$ cat config.mk
export PLATFORM = sky130hd
export DESIGN_NAME = gpio_pulse_train_output
export DESIGN_NICKNAME = d
export VERILOG_FILES = /design/src/hdl/gpt_pkg.sv /design/src/hdl/gpt_core.sv /design/src/hdl/gpt_skid.sv /design/src/hdl/gpio_pulse_train_output.sv
export SDC_FILE = /design/constraint.sdc
export NUM_CORES = 1
export LEC_CHECK = 0
export BUFFER_PORTS_ARGS = -buffer_cell sky130_fd_sc_hd__clkbuf_2
export CAP_MARGIN = 20
export CORE_ASPECT_RATIO = 0.7
export CORE_MARGIN = 10
export CORE_UTILIZATION = 45
export DETAILED_ROUTE_END_ITERATION = 6
export PLACE_DENSITY = 0.76
export RECOVER_POWER = 100
export SLEW_MARGIN = 10
export SYNTH_ARGS = -nofsm -noshare
export SYNTH_HDL_FRONTEND = slang
export SYNTH_SLANG_ARGS = --single-unit
export TNS_END_PERCENT = 1
$ cat constraint.sdc
create_clock -name clk_i -period 3.55 [get_ports clk_i]
set_clock_uncertainty 0.15 [all_clocks]
set_input_delay 0.1775 -clock clk_i [delete_from_list [all_inputs] [get_ports clk_i]]
set_output_delay 0.1775 -clock clk_i [all_outputs]
set_load 0.05 [all_outputs]
$ cat src/hdl/gpt_pkg.sv
package gpt_pkg;

  localparam int unsigned TIME_WIDTH_DEF  = 16;
  localparam int unsigned COUNT_WIDTH_DEF = 16;

  localparam int unsigned CMD_W   = 3;
  localparam int unsigned FIELD_W = 16;
  localparam int unsigned PADDR_W = 2;
  localparam int unsigned PDATA_W = 32;

  localparam logic [CMD_W-1:0] CMD_TICK       = 3'd0;
  localparam logic [CMD_W-1:0] CMD_FORCE_ACT  = 3'd1;
  localparam logic [CMD_W-1:0] CMD_FORCE_IDLE = 3'd2;
  localparam logic [CMD_W-1:0] CMD_TOGGLE     = 3'd3;
  localparam logic [CMD_W-1:0] CMD_TRAIN      = 3'd4;

  localparam logic [PADDR_W-1:0] ADDR_IDLE_LEVEL = 2'd0;

  typedef struct packed {
    logic pin_level;
    logic status;
    logic in_active_phase;
  } result_t;

endpackage

$ cat src/hdl/gpt_core.sv
module gpt_core #(
  parameter int unsigned TIME_WIDTH  = gpt_pkg::TIME_WIDTH_DEF,
  parameter int unsigned COUNT_WIDTH = gpt_pkg::COUNT_WIDTH_DEF
) (
  input  logic                            clk_i,
  input  logic                            rst_ni,
  input  logic                            cfg_we_i,
  input  logic                            cfg_level_i,
  input  logic                            accept_i,
  input  logic [gpt_pkg::CMD_W-1:0]       command_i,
  input  logic signed [gpt_pkg::FIELD_W-1:0] pulse_count_i,
  input  logic [gpt_pkg::FIELD_W-1:0]     on_ticks_i,
  input  logic [gpt_pkg::FIELD_W-1:0]     off_ticks_i,
  output logic                            idle_level_o,
  output gpt_pkg::result_t                result_o
);

  localparam logic [32:0] TimeMax = (33'd1 << TIME_WIDTH) - 33'd1;
  localparam logic signed [32:0] CountHi = (33'sd1 <<< (COUNT_WIDTH - 1)) - 33'sd1;
  localparam logic signed [32:0] CountLo = -CountHi - 33'sd1;

  logic                          idle_q, idle_d;
  logic                          pin_q, pin_d;
  logic                          phase_q, phase_d;
  logic [COUNT_WIDTH-1:0]        left_q, left_d;
  logic [TIME_WIDTH-1:0]         elapsed_q, elapsed_d;
  logic [TIME_WIDTH-1:0]         hold_q, hold_d;
  logic [TIME_WIDTH-1:0]         gap_q, gap_d;
  logic                          status;

  logic [TIME_WIDTH-1:0]         el_inc;
  logic                          left_pos;
  logic [COUNT_WIDTH-1:0]        left_dec;
  logic [32:0]                   on_ext, off_ext, on_sat, off_sat;
  logic signed [32:0]            cnt_ext, cnt_sat;
  logic [COUNT_WIDTH-1:0]        cnt_trim, cnt_load;

  // Saturating tick counter and pulse countdown helpers.
  assign el_inc   = (elapsed_q == '1) ? elapsed_q : elapsed_q + TIME_WIDTH'(1);
  assign left_pos = !left_q[COUNT_WIDTH-1] && (left_q != '0);
  assign left_dec = left_pos ? left_q - COUNT_WIDTH'(1) : left_q;

  // Load values for a new train, clamped to the configured widths.
  assign on_ext   = {17'd0, on_ticks_i};
  assign off_ext  = {17'd0, off_ticks_i};
  assign on_sat   = (on_ext > TimeMax) ? TimeMax : on_ext;
  assign off_sat  = (off_ext > TimeMax) ? TimeMax : off_ext;
  assign cnt_ext  = {{17{pulse_count_i[gpt_pkg::FIELD_W-1]}}, pulse_count_i};
  assign cnt_sat  = (cnt_ext > CountHi) ? CountHi : ((cnt_ext < CountLo) ? CountLo : cnt_ext);
  assign cnt_trim = cnt_sat[COUNT_WIDTH-1:0];
  assign cnt_load = (cnt_sat > 33'sd0) ? cnt_trim - COUNT_WIDTH'(1) : cnt_trim;

  always_comb begin
    idle_d    = idle_q;
    pin_d     = pin_q;
    phase_d   = phase_q;
    left_d    = left_q;
    elapsed_d = elapsed_q;
    hold_d    = hold_q;
    gap_d     = gap_q;
    status    = 1'b0;
    if (cfg_we_i) begin
      idle_d = cfg_level_i;
      pin_d  = cfg_level_i;
    end else if (accept_i) begin
      case (command_i)
        gpt_pkg::CMD_TICK: begin
          elapsed_d = el_inc;
          if (phase_q) begin
            if (el_inc >= hold_q) begin
              phase_d = 1'b0;
              // A zero gap leaves the pin active until the next pulse.
              if (gap_q != '0) begin
                pin_d     = idle_q;
                elapsed_d = '0;
              end
            end
          end else if ((left_q != '0) && (el_inc >= gap_q)) begin
            phase_d   = 1'b1;
            left_d    = left_dec;
            pin_d     = ~idle_q;
            elapsed_d = '0;
          end
        end
        gpt_pkg::CMD_FORCE_ACT: begin
          phase_d = 1'b0;
          left_d  = '0;
          pin_d   = ~idle_q;
        end
        gpt_pkg::CMD_FORCE_IDLE: begin
          phase_d = 1'b0;
          left_d  = '0;
          pin_d   = idle_q;
        end
        gpt_pkg::CMD_TOGGLE: begin
          phase_d = 1'b0;
          left_d  = '0;
          pin_d   = ~pin_q;
        end
        gpt_pkg::CMD_TRAIN: begin
          if (pulse_count_i == '0) begin
            status = 1'b1;
          end else begin
            phase_d   = 1'b1;
            left_d    = cnt_load;
            hold_d    = on_sat[TIME_WIDTH-1:0];
            gap_d     = off_sat[TIME_WIDTH-1:0];
            elapsed_d = '0;
            pin_d     = ~idle_q;
          end
        end
        default: begin
        end
      endcase
    end
  end

  always_ff @(posedge clk_i or negedge rst_ni) begin
    if (!rst_ni) begin
      idle_q    <= 1'b0;
      pin_q     <= 1'b0;
      phase_q   <= 1'b0;
      left_q    <= '0;
      elapsed_q <= '0;
      hold_q    <= '0;
      gap_q     <= '0;
    end else begin
      idle_q    <= idle_d;
      pin_q     <= pin_d;
      phase_q   <= phase_d;
      left_q    <= left_d;
      elapsed_q <= elapsed_d;
      hold_q    <= hold_d;
      gap_q     <= gap_d;
    end
  end

  assign idle_level_o              = idle_q;
  assign result_o.pin_level        = pin_d;
  assign result_o.status           = status;
  assign result_o.in_active_phase  = phase_d;

endmodule

$ cat src/hdl/gpt_skid.sv
module gpt_skid (
  input  logic             clk_i,
  input  logic             rst_ni,
  input  logic             in_valid_i,
  output logic             in_stall_o,
  input  gpt_pkg::result_t in_data_i,
  output logic             out_valid_o,
  input  logic             out_stall_i,
  output gpt_pkg::result_t out_data_o
);

  logic             out_valid_q, skid_valid_q;
  gpt_pkg::result_t out_q, skid_q;
  logic             accept, take;

  assign accept = in_valid_i && !skid_valid_q;
  assign take   = out_valid_q && !out_stall_i;

  always_ff @(posedge clk_i or negedge rst_ni) begin
    if (!rst_ni) begin
      out_valid_q  <= 1'b0;
      skid_valid_q <= 1'b0;
    end else if (skid_valid_q) begin
      if (take) begin
        skid_valid_q <= 1'b0;
      end
    end else if (accept) begin
      if (!out_valid_q || take) begin
        out_valid_q <= 1'b1;
      end else begin
        skid_valid_q <= 1'b1;
      end
    end else if (take) begin
      out_valid_q <= 1'b0;
    end
  end

  // The skid slot catches a beat that arrives while the output is held.
  always_ff @(posedge clk_i) begin
    if (skid_valid_q) begin
      if (take) begin
        out_q <= skid_q;
      end
    end else if (accept) begin
      if (!out_valid_q || take) begin
        out_q <= in_data_i;
      end else begin
        skid_q <= in_data_i;
      end
    end
  end

  assign in_stall_o  = skid_valid_q;
  assign out_valid_o = out_valid_q;
  assign out_data_o  = out_q;

endmodule

$ cat src/hdl/gpio_pulse_train_output.sv
// An accepted command's result beat is registered in the output buffer, or held
// in the skid slot while the output is stalled. Throughput: one command per cycle
// while in_stall_o is low; the state update is a single registered step of compares
// and counter updates, with a two-entry output buffer. Reset (rst_ni low,
// asynchronous): idle level 0, pin 0, idle phase, all counters zero, output buffer empty.
module gpio_pulse_train_output #(
  parameter int unsigned TIME_WIDTH  = gpt_pkg::TIME_WIDTH_DEF,
  parameter int unsigned COUNT_WIDTH = gpt_pkg::COUNT_WIDTH_DEF
) (
  input  logic                               clk_i,
  input  logic                               rst_ni,
  input  logic                               psel,
  input  logic                               penable,
  input  logic                               pwrite,
  input  logic [gpt_pkg::PADDR_W-1:0]        paddr,
  input  logic [gpt_pkg::PDATA_W-1:0]        pwdata,
  output logic [gpt_pkg::PDATA_W-1:0]        prdata,
  output logic                               pready,
  input  logic                               in_valid_i,
  output logic                               in_stall_o,
  input  logic [gpt_pkg::CMD_W-1:0]          command_i,
  input  logic signed [gpt_pkg::FIELD_W-1:0] pulse_count_i,
  input  logic [gpt_pkg::FIELD_W-1:0]        on_ticks_i,
  input  logic [gpt_pkg::FIELD_W-1:0]        off_ticks_i,
  output logic                               out_valid_o,
  input  logic                               out_stall_i,
  output logic                               pin_level_o,
  output logic                               status_o,
  output logic                               in_active_phase_o
);

  logic             cfg_we;
  logic             accept;
  logic             idle_level;
  gpt_pkg::result_t result, out_data;

  assign pready = 1'b1;
  assign cfg_we = psel && penable && pwrite && (paddr == gpt_pkg::ADDR_IDLE_LEVEL);
  assign prdata = (paddr == gpt_pkg::ADDR_IDLE_LEVEL) ?
                  {{(gpt_pkg::PDATA_W-1){1'b0}}, idle_level} : '0;
  assign accept = in_valid_i && !in_stall_o;

  gpt_core #(
    .TIME_WIDTH  (TIME_WIDTH),
    .COUNT_WIDTH (COUNT_WIDTH)
  ) u_core (
    .clk_i         (clk_i),
    .rst_ni        (rst_ni),
    .cfg_we_i      (cfg_we),
    .cfg_level_i   (pwdata[0]),
    .accept_i      (accept),
    .command_i     (command_i),
    .pulse_count_i (pulse_count_i),
    .on_ticks_i    (on_ticks_i),
    .off_ticks_i   (off_ticks_i),
    .idle_level_o  (idle_level),
    .result_o      (result)
  );

  gpt_skid u_skid (
    .clk_i       (clk_i),
    .rst_ni      (rst_ni),
    .in_valid_i  (in_valid_i),
    .in_stall_o  (in_stall_o),
    .in_data_i   (result),
    .out_valid_o (out_valid_o),
    .out_stall_i (out_stall_i),
    .out_data_o  (out_data)
  );

  assign pin_level_o       = out_data.pin_level;
  assign status_o          = out_data.status;
  assign in_active_phase_o = out_data.in_active_phase;

endmodule

Word level (Yosys, flattened, before mapping):

Cells that the tools add are included.
Widths: inputs -> output; s select.

* add/sub/neg operators: 3
* multiply operators: 0
* div/mod/pow operators: 0
* magnitude comparators: 7
* equality and inequality tests: 11
* shift operators: 0
* mux-type cells: 47
* bitwise logic cells: 6
* reduce and logical (&&, ||, !) cells: 29

Operators with widths (count)
* $mux 16: 13
* $mux 33: 2
* $gt 16x16->1 const B: 3
* $pmux 16 s3: 1
* $gt 33x1->1 const B: 1
* $ge 16x16->1: 2
* $pmux 16 s2: 1
* $reduce_bool 16->1: 2
* $sub 16x1->16 const B: 2
* $mux 1: 24
* $add 16x1->16 const B: 1
* $eq 16x16->1 const B: 1
* $logic_not 16->1: 1
* $lt 16x16->1 const B: 1
* $mux 3: 4
* $reduce_and 3->1: 3
* $reduce_and 4->1: 2
* $reduce_bool 2->1: 4
* $logic_and 1x1->1: 7
* $reduce_and 7->1: 1
* $eq 3x2->1 const B: 2
* $ne 2x1->1 const B: 3
* $ne 2x2->1 const B: 3
* $not 1->1: 6
* 10 further kinds: 13

* flip-flop bits (word level): 75
* bits in latches: 0
* bits in writable memories: 0
* bits in read-only memories: 0
* memories: 0

Logic depth before layout (Yosys ltp):

Gate-level depths: netlist of run 1.

* depth in word-level cells: 12
* mapped depth: 17
* depth with buffers taken out: 15

By module:

A second synthesis of run 1 with hierarchy kept.

* cells, all modules: 637
* area total of the unflattened synthesis: 5341.4 µm²

By module, submodules not included
* gpt_core: times used 1, cells an instance 578, area each 4740.8 µm², seq. area each 1676.6 µm²
* gpt_skid: times used 1, cells an instance 21, area each 319.1 µm², seq. area each 230.2 µm²
* gpio_pulse_train_output: times used 1, cells an instance 38, area each 281.5 µm², seq. area each 0.0 µm²

Worst setup path after synthesis of run 1:

OpenSTA, ideal clock, no wires.

* path type: register -> register
* start: register u_core.elapsed_q[3]
* end: register u_skid.skid_q[2] (netlist name), data pin
* arrival: 3.358 ns
* data required time: 3.124 ns
* setup slack: -0.234 ns
* cell stages (with the launch flop): 16
* path buffers: 1
* cell sequence: dfrtp_1 > buf_2 > and4_1 > nand4_1 > nor4_2 > nand2b_1 > nor3_1 > xor2_1 > ha_1 > nand4_1 > or2_2 > nor3_1 > a211o_1 > a21oi_1 > o311ai_0 > a21oi_1

* word-level cells in the longest chain between the ends: 9
* elaborated cells on any way between the ends: 12

Ends and longest elaborated chain
* start: declaration: line gpt_core.sv:26 `logic [TIME_WIDTH-1:0] elapsed_q, elapsed_d;`
* start signal: assignment: line gpt_core.sv:132 `elapsed_q <= elapsed_d;`
* $add 16x1->16 / $eq 16x16->1 (equally long branches): line gpt_core.sv:39 `assign el_inc = (elapsed_q == '1) ? elapsed_q : elapsed_q + TIME_WIDTH'(1);`
* $mux 16 *: line gpt_core.sv:39
* $ge 16x16->1: line gpt_core.sv:78 `end else if ((left_q != '0) && (el_inc >= gap_q)) begin`
* $logic_and 1x1->1: line gpt_core.sv:78
* $mux 1: line gpt_core.sv:78
* $mux 1 *: line gpt_core.sv:69 `if (phase_q) begin`
* $pmux 1 s5 *: line gpt_core.sv:66 `case (command_i)`
* $mux 1 *: line gpt_core.sv:65 `end else if (accept_i) begin`
* $mux 1 *: line gpt_core.sv:62 `if (cfg_we_i) begin`
* net u_core.pin_d: line gpt_core.sv:23 `logic pin_q, pin_d;`
* end signal: assignment: line gpt_skid.sv:48 `skid_q <= in_data_i;`
* end: declaration: line gpt_skid.sv:13 `gpt_pkg::result_t out_q, skid_q;`

Mark *: on every way through the listed nets, which the timed path passes. The rest lies on a longest branch.
A chain may end at the register's enable or synchronous reset.

Worst setup path after layout of run 1:

* start: register u_core.elapsed_q[3]
* end: register u_core.elapsed_q[1]

* word-level cells in the longest chain between the ends: 7
* elaborated cells on any way between the ends: 11

Ends and longest elaborated chain (line)
* $add 16x1->16 / $eq 16x16->1 (equally long branches): gpt_core.sv:39
* $mux 16 *: gpt_core.sv:39
* $ge 16x16->1: gpt_core.sv:78
* $logic_and 1x1->1: gpt_core.sv:78
* $mux 16: gpt_core.sv:78
* $mux 16 *: gpt_core.sv:69
* $pmux 16 s2 *: gpt_core.sv:66

Mark *: on every way between the ends. The rest lies on a longest branch, timed or not.

==> impl_metrics.json, run 1 <==
{
  "worst-endpoint-required_ns": 3.63,
  "stdcell_count": 934,
  "gp_congestion": 0.927,
  "yosysMostFrequentCell": "dfrtp_1",
  "drc": 0,
  "die_w_um": 149,
  "worstSetupPathType": "flop to flop",
  "antenna_found_initial": 1,
  "postSynth.asyncResetShare": 0.920,
  "dieHeight_um": 111,
  "routed_wl_um": 18100,
  "synth_area_sq_mm": 0.00527,
  "synth_area_leaders": "dfrtp_1, ha_1, buf_4",
  "dieArea_sq_mm": 0.0165,
  "wl_per_cell_um": 19.4,
  "dpl.cell_count": 868,
  "synth_cell_types": 69,
  "worst_slack_ns": -0.408,
  "fillers": 833,
  "ys_seq_area_frac": 0.362,
  "cts_buffer_depth": 2,
  "coreArea_sq_mm": 0.0112,
  "setup_tns_ns": -11.36,
  "fin_nets": 903,
  "clock-sinks": 75,
  "fmax_mhz": 253,
  "track_usage": 0.208,
  "syn_to_final_growth_pct": 39.6,
  "cp-end-kind": "flop",
  "ys_ff_latch": 75,
  "syn_area_per_cell_sq_um": 8.61,
  "place_hpwl_um": 11400,
  "slew_headroom": -0.402,
  "cp_max_fo": 6,
  "rows": 32,
  "hold_path_depth": 4,
  "p_per_area_mw_per_mm2": 627,
  "critPathMaxStageDelay_ns": 0.36,
  "syn-instance-count": 612,
  "synth_common_cells": "dfrtp_1, nand2_1, inv_1, a21oi_1, nor2_1",
  "cp_slowest_cell": "nor4_4",
  "dpl_cell_area_sq_mm": 0.00607,
  "synth_edf_count": 6,
  "peakVddDrop_mv": 0.319,
  "setup_violations": 37,
  "clockRootBuffer": "clkbuf_16",
  "hold_viol_final": 0,
  "numCtsBuffers": 9,
  "pin_count": 130,
  "drtIter0Drc": 564,
  "vias": 5434,
  "status": "finished, violations left",
  "violations": "capacitance limit, slew limit, setup timing",
  "worst_skew_pair.late_latency_ns": 0.35,
  "grt_pass1_wl_um": 28200,
  "start_util": 0.470,
  "hp-class": "input pin to flop",
  "firstDrtPassIters": 7,
  "synth_top_flop_cell": "dfrtp_1",
  "drive_gt1_frac": 0.308,
  "synth.top_cell.area_share": 0.328,
  "ys_warn_count": 0,
  "clk_pin_slew_ns": 0.06,
  "tightest_slew_ns": 2.10,
  "grt_pass1_vias": 5483,
  "synth_top_cell_by_area": "dfrtp_1",
  "layout_min_cycle_time_ns": 3.96,
  "io_buffers": 66,
  "timing.final.crit_share": 1.12,
  "final_area_sq_mm": 0.00735,
  "crit_chain": "and4_1, nand4_1, buf_4, nor4_4, nand3b_1, nor2_1, or2_4, ha_1, nand2_2, o21ai_2, a31oi_2, buf_4, o22ai_4, buf_6, a211oi_4, buf_6, and2_4, a22o_1",
  "viasPerCell": 5.82,
  "maxSlewViolCount": 35,
  "arrival_ns": 4.04,
  "r2r_cells": 18,
  "final_antenna_net_count": 0,
  "grt_max_degree": 63,
  "overflow": 0,
  "start_kind": "flop",
  "grt_setup_unrepaired": "true",
  "cts_tree": "done",
  "power.leakage_nw": 3.42,
  "cts-htree-levels": 3,
  "maxCapViolations": 1
}
## timing repair
action	CTS	global route
hold buffers	37	0
pin swaps	44	23
setup endpoints to repair	37	37
resized for setup	71	31
buffers inserted	7	3
gates cloned	3	0
hold endpoints to repair	67	0
## where the power goes
group | internal, mW | switching (mW)
Combinational | 0.804 | 1.24
Sequential | 1.19 | 0.246
Clock | 0.757 | 0.380
Total | 2.75 | 1.87
## area by class of cell
| cell class | count | area (sq um) | share of cell area |
|---|---|---|---|
| multi-input cells | 466 | 3410 | 0.463 |
| flip-flops and latches | 75 | 1910 | 0.259 |
| repair buffers | 173 | 1290 | 0.176 |
| clock buffers | 9 | 225 | 0.0306 |
| well taps | 153 | 191 | 0.0260 |
| inverters | 50 | 188 | 0.0255 |
| clock inverters | 7 | 140 | 0.0191 |
| diodes | 1 | 2.50 | 0.000340 |
## critical path: cells and delay by family, from the launching register on
kind,cells,cell delay (ns)
AOI/OAI and AO/OA,5,0.81
buffers and inverters,4,0.66
adders and majority gates,1,0.34
DFF,1,0.34
and+or+nand+nor,8,1.54
## state kept, by name, summed over array words and instances, names as in the netlist, 3 cells and up
name,cells
u_skid.out_data_o,3
u_skid.skid_q,3
u_core.gap_q,16
u_core.left_q,16
u_core.hold_q,16
u_core.elapsed_q,16
## path summary, 6_finish.rpt
kind | endpoint | slack, ns | start
setup reg to reg | u_core.elapsed_q[1] | -0.41 | u_core.elapsed_q[3]
setup / recovery | u_core.elapsed_q[1] | -0.41 | u_core.elapsed_q[3]
hold / removal | u_core.left_q[11] | 0.10 | pulse_count_i[11]
max in group asynchronous | u_core.gap_q[14] | 0.59 | rst_ni
hold reg to reg | u_core.left_q[12] | 0.38 | u_core.left_q[12]
min in group asynchronous | u_core.hold_q[12] | 0.83 | rst_ni
## cell usage in the layout (no fill, tap or decap), types with 4 or more instances in the layout
cell           count
mux2_2             5
ha_1              29
bufinv_16          4
nand2_1           58
edfxtp_1           6
clkbuf_16          9
nor3_1            12
and2_1             5
o21ai_1           14
o22ai_1            4
nand2_2            6
xor2_1             7
a21oi_1           34
o21ai_0           38
clkbuf_1          11
or3_1              5
a21oi_2           10
nor4_1             7
nand2b_4           4
buf_4             61
xnor2_1            6
clkbuf_2          57
xnor2_2            4
nand4_1            5
ha_4               7
dlygate4sd3_1     37
conb_1            32
o21ai_2           12
o21a_1             4
dfrtp_1           69
inv_1             50
a22o_1            13
nor2_2             4
nand3_1           10
nand2b_1           4
nor2_1            40
## logic make-up after synthesis
logic type / Yosys count / synth area share
other: 2 / 0.00143
muxes: 8 / 0.0166
adders and majority gates: 36 / 0.0855
and+or+nand+nor: 200 / 0.199
buffers and inverters: 102 / 0.0995
xor gates and xnor gates: 18 / 0.0299
AOI/OAI and AO/OA: 171 / 0.206
DFF: 75 / 0.362
## metal layers
metal  vias up  track usage  part of all wire
li1       2437            -                 -
met3        60       0.0517             0.093
met1      2619        0.263              0.40
met2       318        0.332              0.48
met4         0       0.0844             0.031
met5         -            0                 0
## through the flow
stage          worst slack (ns)  hold slack (ns)  utilization  total power [mW]
2_1_floorplan           -0.0529           -0.268            -              2.57
3_3_place_gp             -0.291            0.170        0.542              2.96
3_5_place_dp             -0.369            0.183        0.542              3.05
4_1_cts                  -0.101            0.103        0.643              4.45
5_1_grt                  -0.584            0.130        0.656              4.87
6_report                 -0.408            0.101        0.656              4.61
Power figures use the tool's default switching activity.
==> run 2: changes to the inputs <==
--- a/config.mk
+++ b/config.mk
@@ -11,6 +11,7 @@
 export CORE_MARGIN = 10
 export CORE_UTILIZATION = 45
 export DETAILED_ROUTE_END_ITERATION = 6
+export MAX_ROUTING_LAYER = met4
 export PLACE_DENSITY = 0.76
 export RECOVER_POWER = 100
 export SLEW_MARGIN = 10
==> impl_metrics.json, run 2 (same netlist as run 1, synthesis figures left out) <==
{
  "hold_viol_final": 0,
  "p_comb_frac": 0.440,
  "viasPerCell": 5.74,
  "setup_violations": 37,
  "wl_per_cell_um": 19.2,
  "rows": 32,
  "r2r_cells": 17,
  "internal_power_mw": 2.74,
  "cp_max_fo": 6,
  "fillers": 838,
  "swShare": 0.402,
  "clock-sinks": 75,
  "dieArea_sq_mm": 0.0165,
  "worst_slack_ns": -0.458,
  "tightest_slew_ns": 2.06,
  "drtIter0Drc": 605,
  "finalPower_mw": 4.58,
  "stdcell_count": 934,
  "routed_wl_um": 17900,
  "vias": 5357,
  "io_buffers": 66,
  "final_common_cell": "dfrtp_1",
  "worstSetupPathType": "flop to flop",
  "pwr-share-clk": 0.248,
  "clockRootBuffer": "clkbuf_16",
  "gp_congestion": 0.944,
  "r2r_slack_ns": -0.46,
  "power.leakage_nw": 3.41,
  "grt_max_degree": 63,
  "dpl.cell_count": 868,
  "peakVddDrop_mv": 0.322,
  "violations": "capacitance limit, slew limit, setup timing",
  "start_util": 0.470,
  "r2r_start": "u_core.elapsed_q[5]",
  "track_usage": 0.215,
  "grt_setup_unrepaired": "true",
  "p_seq_frac": 0.312,
  "layout_min_cycle_time_ns": 4.01,
  "drc": 0,
  "die_w_um": 149,
  "grt_pass1_wl_um": 28200,
  "place_hpwl_um": 11400,
  "final_cell_mix": "dfrtp_1, buf_4, nand2_1, clkbuf_2, inv_1",
  "final_antenna_net_count": 0,
  "start_kind": "flop",
  "p_switching_mw": 1.84,
  "cp-startpoint": "u_core.elapsed_q[5]",
  "fmax_mhz": 250,
  "endpoint": "u_core.elapsed_q[1]",
  "worst-endpoint-required_ns": 3.68,
  "cts_tree": "done",
  "fin_nets": 903,
  "overflow": 0,
  "firstDrtPassIters": 7,
  "hp-class": "input pin to flop",
  "syn_to_final_growth_pct": 38.7,
  "p_per_area_mw_per_mm2": 626,
  "cts-htree-levels": 3,
  "numCtsBuffers": 9,
  "pin_count": 130,
  "timing.final.crit_share": 1.13,
  "dieHeight_um": 111,
  "drive_gt1_frac": 0.295,
  "grt_pass1_vias": 5480,
  "setup_tns_ns": -12.74,
  "slew_headroom": -0.373,
  "maxCapViolations": 1,
  "dp_slack_ns": -0.369,
  "worstReg2RegEnd": "u_core.elapsed_q[1]",
  "arrival_ns": 4.14,
  "cp-end-kind": "flop",
  "worst_skew_pair.late_latency_ns": 0.35,
  "maxSlewViolCount": 35,
  "cts_buffer_depth": 2,
  "coreArea_sq_mm": 0.0112,
  "antenna_found_initial": 1,
  "clk_pin_slew_ns": 0.06,
  "status": "finished, violations left"
}
run 2: repair_timing:
action	CTS	global route
resized for setup	71	21
cloned	3	0
pin swaps	44	17
setup buffers	7	3
setup endpoints to repair	37	37
endpoints found under the hold margin	67	0
hold buffers	37	0
run 2: metal layers:
metal  global-route usage  share of wire
met1                0.267           0.42
met2                0.331           0.47
met3               0.0537          0.080
met4               0.0766          0.029
met5                    -              0
run 2: critical path: stages, from the launching register on:
cell and delay (ns):
dfrtp_1 0.36, and4_1 0.21, nand4_1 0.14, buf_4 0.18, nor4_4 0.39, buf_4 0.22
nor2_4 0.06, nand4_1 0.14, xnor2_2 0.13, ha_1 0.28, a21o_1 0.22, a21oi_4 0.20
o221ai_4 0.14, a211o_4 0.33, a211oi_4 0.25, buf_6 0.15, and2_4 0.20, a22o_1 0.18
run 2: power groups by stage:
| stage | registers (mW) | clock network (mW) | logic, mW |
|---|---|---|---|
| finish | 1.43 | 1.14 | 2.01 |
| global route | 1.47 | 1.18 | 2.19 |
| CTS | 1.41 | 1.14 | 1.90 |
| detailed placement | 1.41 | 0 | 1.64 |
| global placement | 1.40 | 0 | 1.56 |
| floorplan | 1.44 | 0 | 1.13 |
run 2: worst min path at each step:
stage | slack, ns | endpoint | from | depth (start not counted)
CTS | 0.10 | u_core.left_q[11] | pulse_count_i[11] | 4
global placement | 0.17 | u_core.hold_q[5] | rst_ni | 1
detailed placement | 0.18 | u_core.hold_q[5] | rst_ni | 1
finish | 0.10 | u_core.left_q[11] | pulse_count_i[11] | 4
floorplan | -0.27 | u_core.elapsed_q[0] | rst_ni | 0
global route | 0.13 | u_core.left_q[11] | pulse_count_i[11] | 4
run 2: final cells by class:
class                      count  area [sq um]  area share
multi-input combinational    466          3360       0.460
sequential                    75          1910       0.261
timing repair buffer         173          1290       0.177
clock buffer                   9           225      0.0308
tap                          153           191      0.0262
inverter                      50           188      0.0257
clock inverter                 7           140      0.0192
antenna                        1          2.50    0.000342
run 2: metrics by stage:
step / cell area (sq um) / hold slack [ns] / util
final: 7310 / 0.102 / 0.652
after global routing: 7310 / 0.127 / 0.652
after CTS: 7210 / 0.103 / 0.643
after detailed placement: 6070 / 0.183 / 0.542
after global placement: 6070 / 0.170 / 0.542
after floorplan: 5430 / -0.268 / -
==> run 3: changes to the inputs <==
--- a/config.mk
+++ b/config.mk
@@ -9,10 +9,10 @@
 export CAP_MARGIN = 20
 export CORE_ASPECT_RATIO = 0.7
 export CORE_MARGIN = 10
-export CORE_UTILIZATION = 45
+export CORE_UTILIZATION = 49
 export DETAILED_ROUTE_END_ITERATION = 6
 export MAX_ROUTING_LAYER = met4
-export PLACE_DENSITY = 0.76
+export PLACE_DENSITY = 0.81
 export RECOVER_POWER = 100
 export SLEW_MARGIN = 10
 export SYNTH_ARGS = -nofsm -noshare
==> impl_metrics.json, run 3 (same netlist as run 1, synthesis figures left out) <==
{
  "status": "finished, violations left",
  "violations": "capacitance limit, slew limit, setup timing",
  "wl_per_cell_um": 18.0,
  "r2r_start": "u_core.elapsed_q[5]",
  "final_cell_mix": "dfrtp_1, nand2_1, clkbuf_2, buf_4, inv_1",
  "cts_tree": "done",
  "fmax_mhz": 269,
  "slew_headroom": -0.0761,
  "place_hpwl_um": 11500,
  "cts_buffer_depth": 2,
  "final_util": 0.664,
  "dieArea_sq_mm": 0.0154,
  "power.leakage_nw": 3.26,
  "clockRootBuffer": "clkbuf_16",
  "maxCapViolations": 1,
  "cts-htree-levels": 3,
  "numCtsBuffers": 9,
  "overflow": 0,
  "rows": 31,
  "start_util": 0.505,
  "seq_area_sq_mm": 0.00191,
  "grt_max_degree": 63,
  "drtIter0Drc": 530,
  "maxSlewViolCount": 27,
  "io_buffers": 66,
  "clock-sinks": 75,
  "stdcell_count": 901,
  "fillers": 786,
  "endpoint": "u_skid.out_data_o[2]",
  "hp-class": "input pin to flop",
  "dieHeight_um": 107,
  "grt_pass1_vias": 5189,
  "fin_nets": 892,
  "syn_to_final_growth_pct": 31.5,
  "dpl_cell_area_sq_mm": 0.00594,
  "gp_congestion": 0.939,
  "final_antenna_net_count": 0,
  "drive_gt1_frac": 0.263,
  "dpl.cell_count": 834,
  "cp-startpoint": "u_core.elapsed_q[5]",
  "routed_wl_um": 16200,
  "worstSetupPathType": "flop to flop",
  "cp-end-kind": "flop",
  "worstReg2RegEnd": "u_skid.out_data_o[2]",
  "grt_pass1_wl_um": 25700,
  "worst_skew_pair.late_latency_ns": 0.35,
  "viasPerCell": 5.74,
  "hold_viol_final": 0,
  "vias": 5170,
  "pin_count": 130,
  "start_kind": "flop",
  "coreArea_sq_mm": 0.0104,
  "antenna_found_initial": 0,
  "worst_slack_ns": -0.168,
  "setup_violations": 34,
  "multi_input_area_sq_mm": 0.00322,
  "die_w_um": 144,
  "holdWs_ns": 0.122,
  "arrival_ns": 3.65,
  "layout_min_cycle_time_ns": 3.72,
  "worst-endpoint-required_ns": 3.48,
  "drc": 0,
  "firstDrtPassIters": 5,
  "cp_max_fo": 4,
  "track_usage": 0.212,
  "peakVddDrop_mv": 0.439,
  "num_antenna_cells": 0,
  "grt_setup_unrepaired": "true",
  "clk_pin_slew_ns": 0.06,
  "final_area_sq_mm": 0.00693,
  "dp_slack_ns": -0.283,
  "final_common_cell": "dfrtp_1",
  "p_per_area_mw_per_mm2": 626,
  "r2r_cells": 16,
  "tightest_slew_ns": 1.61,
  "timing.final.crit_share": 1.05,
  "r2r_slack_ns": -0.17
}
-- run 3: metal layers --
layer / vias to the layer above / GRT usage / part of all wire
met3: 28 / 0.0485 / 0.080
li1: 2407 / - / -
met1: 2491 / 0.270 / 0.44
met4: 0 / 0.0690 / 0.016
met2: 244 / 0.327 / 0.47
met5: - / - / 0
-- run 3: worst min path at each step --
stage,startpoint,to,cells past startpoint
global placement,rst_ni,u_core.hold_q[11],1
floorplan,rst_ni,u_core.elapsed_q[0],0
finish,pulse_count_i[10],u_core.left_q[10],4
detailed placement,rst_ni,u_core.hold_q[14],1
CTS,command_i[2],u_core.left_q[5],3
global route,pulse_count_i[10],u_core.left_q[10],4
-- run 3: power by group --
part | leakage, nW | internal (mW) | switching [mW]
Combinational | 2.17 | 0.746 | 1.16
Sequential | 0.935 | 1.19 | 0.243
Clock | 0.156 | 0.632 | 0.365
Total | 3.26 | 2.57 | 1.77
-- run 3: cell type report --
type / count / area share
Clock buffer: 11 / 0.0350
Clock inverter: 5 / 0.0112
Inverter: 50 / 0.0271
Multi-Input combinational cell: 466 / 0.464
Sequential cell: 75 / 0.275
Tap cell: 132 / 0.0238
Timing Repair Buffer: 162 / 0.163
-- run 3: per-stage QoR --
step / power [mW] / setup TNS [ns]
global route: 4.61 / -9.24
detailed placement: 3.10 / -6.81
finish: 4.34 / -2.80
floorplan: 2.57 / -0.653
global placement: 2.98 / -1.76
CTS: 4.24 / -1.28
-- run 3: worst max-delay path, stage by stage (launching register included) --
cell	delay, ns
dfrtp_1	0.36
and4_4	0.23
nand4_1	0.11
buf_4	0.18
nor3b_2	0.21
buf_4	0.16
nand3_1	0.09
mux2i_1	0.28
ha_1	0.31
nand4_1	0.15
or2_4	0.16
nor3_2	0.04
buf_4	0.14
a211oi_1	0.37
o221ai_1	0.24
o311ai_2	0.16
a21oi_1	0.12
-- run 3: repair_timing --
item,4_1_cts,5_1_grt
buffers inserted,12,0
pin swaps,31,9
hold buffers,37,0
cloned,1,0
hold endpoints to repair,59,0
setup endpoints to repair,36,38
resized for setup,27,33
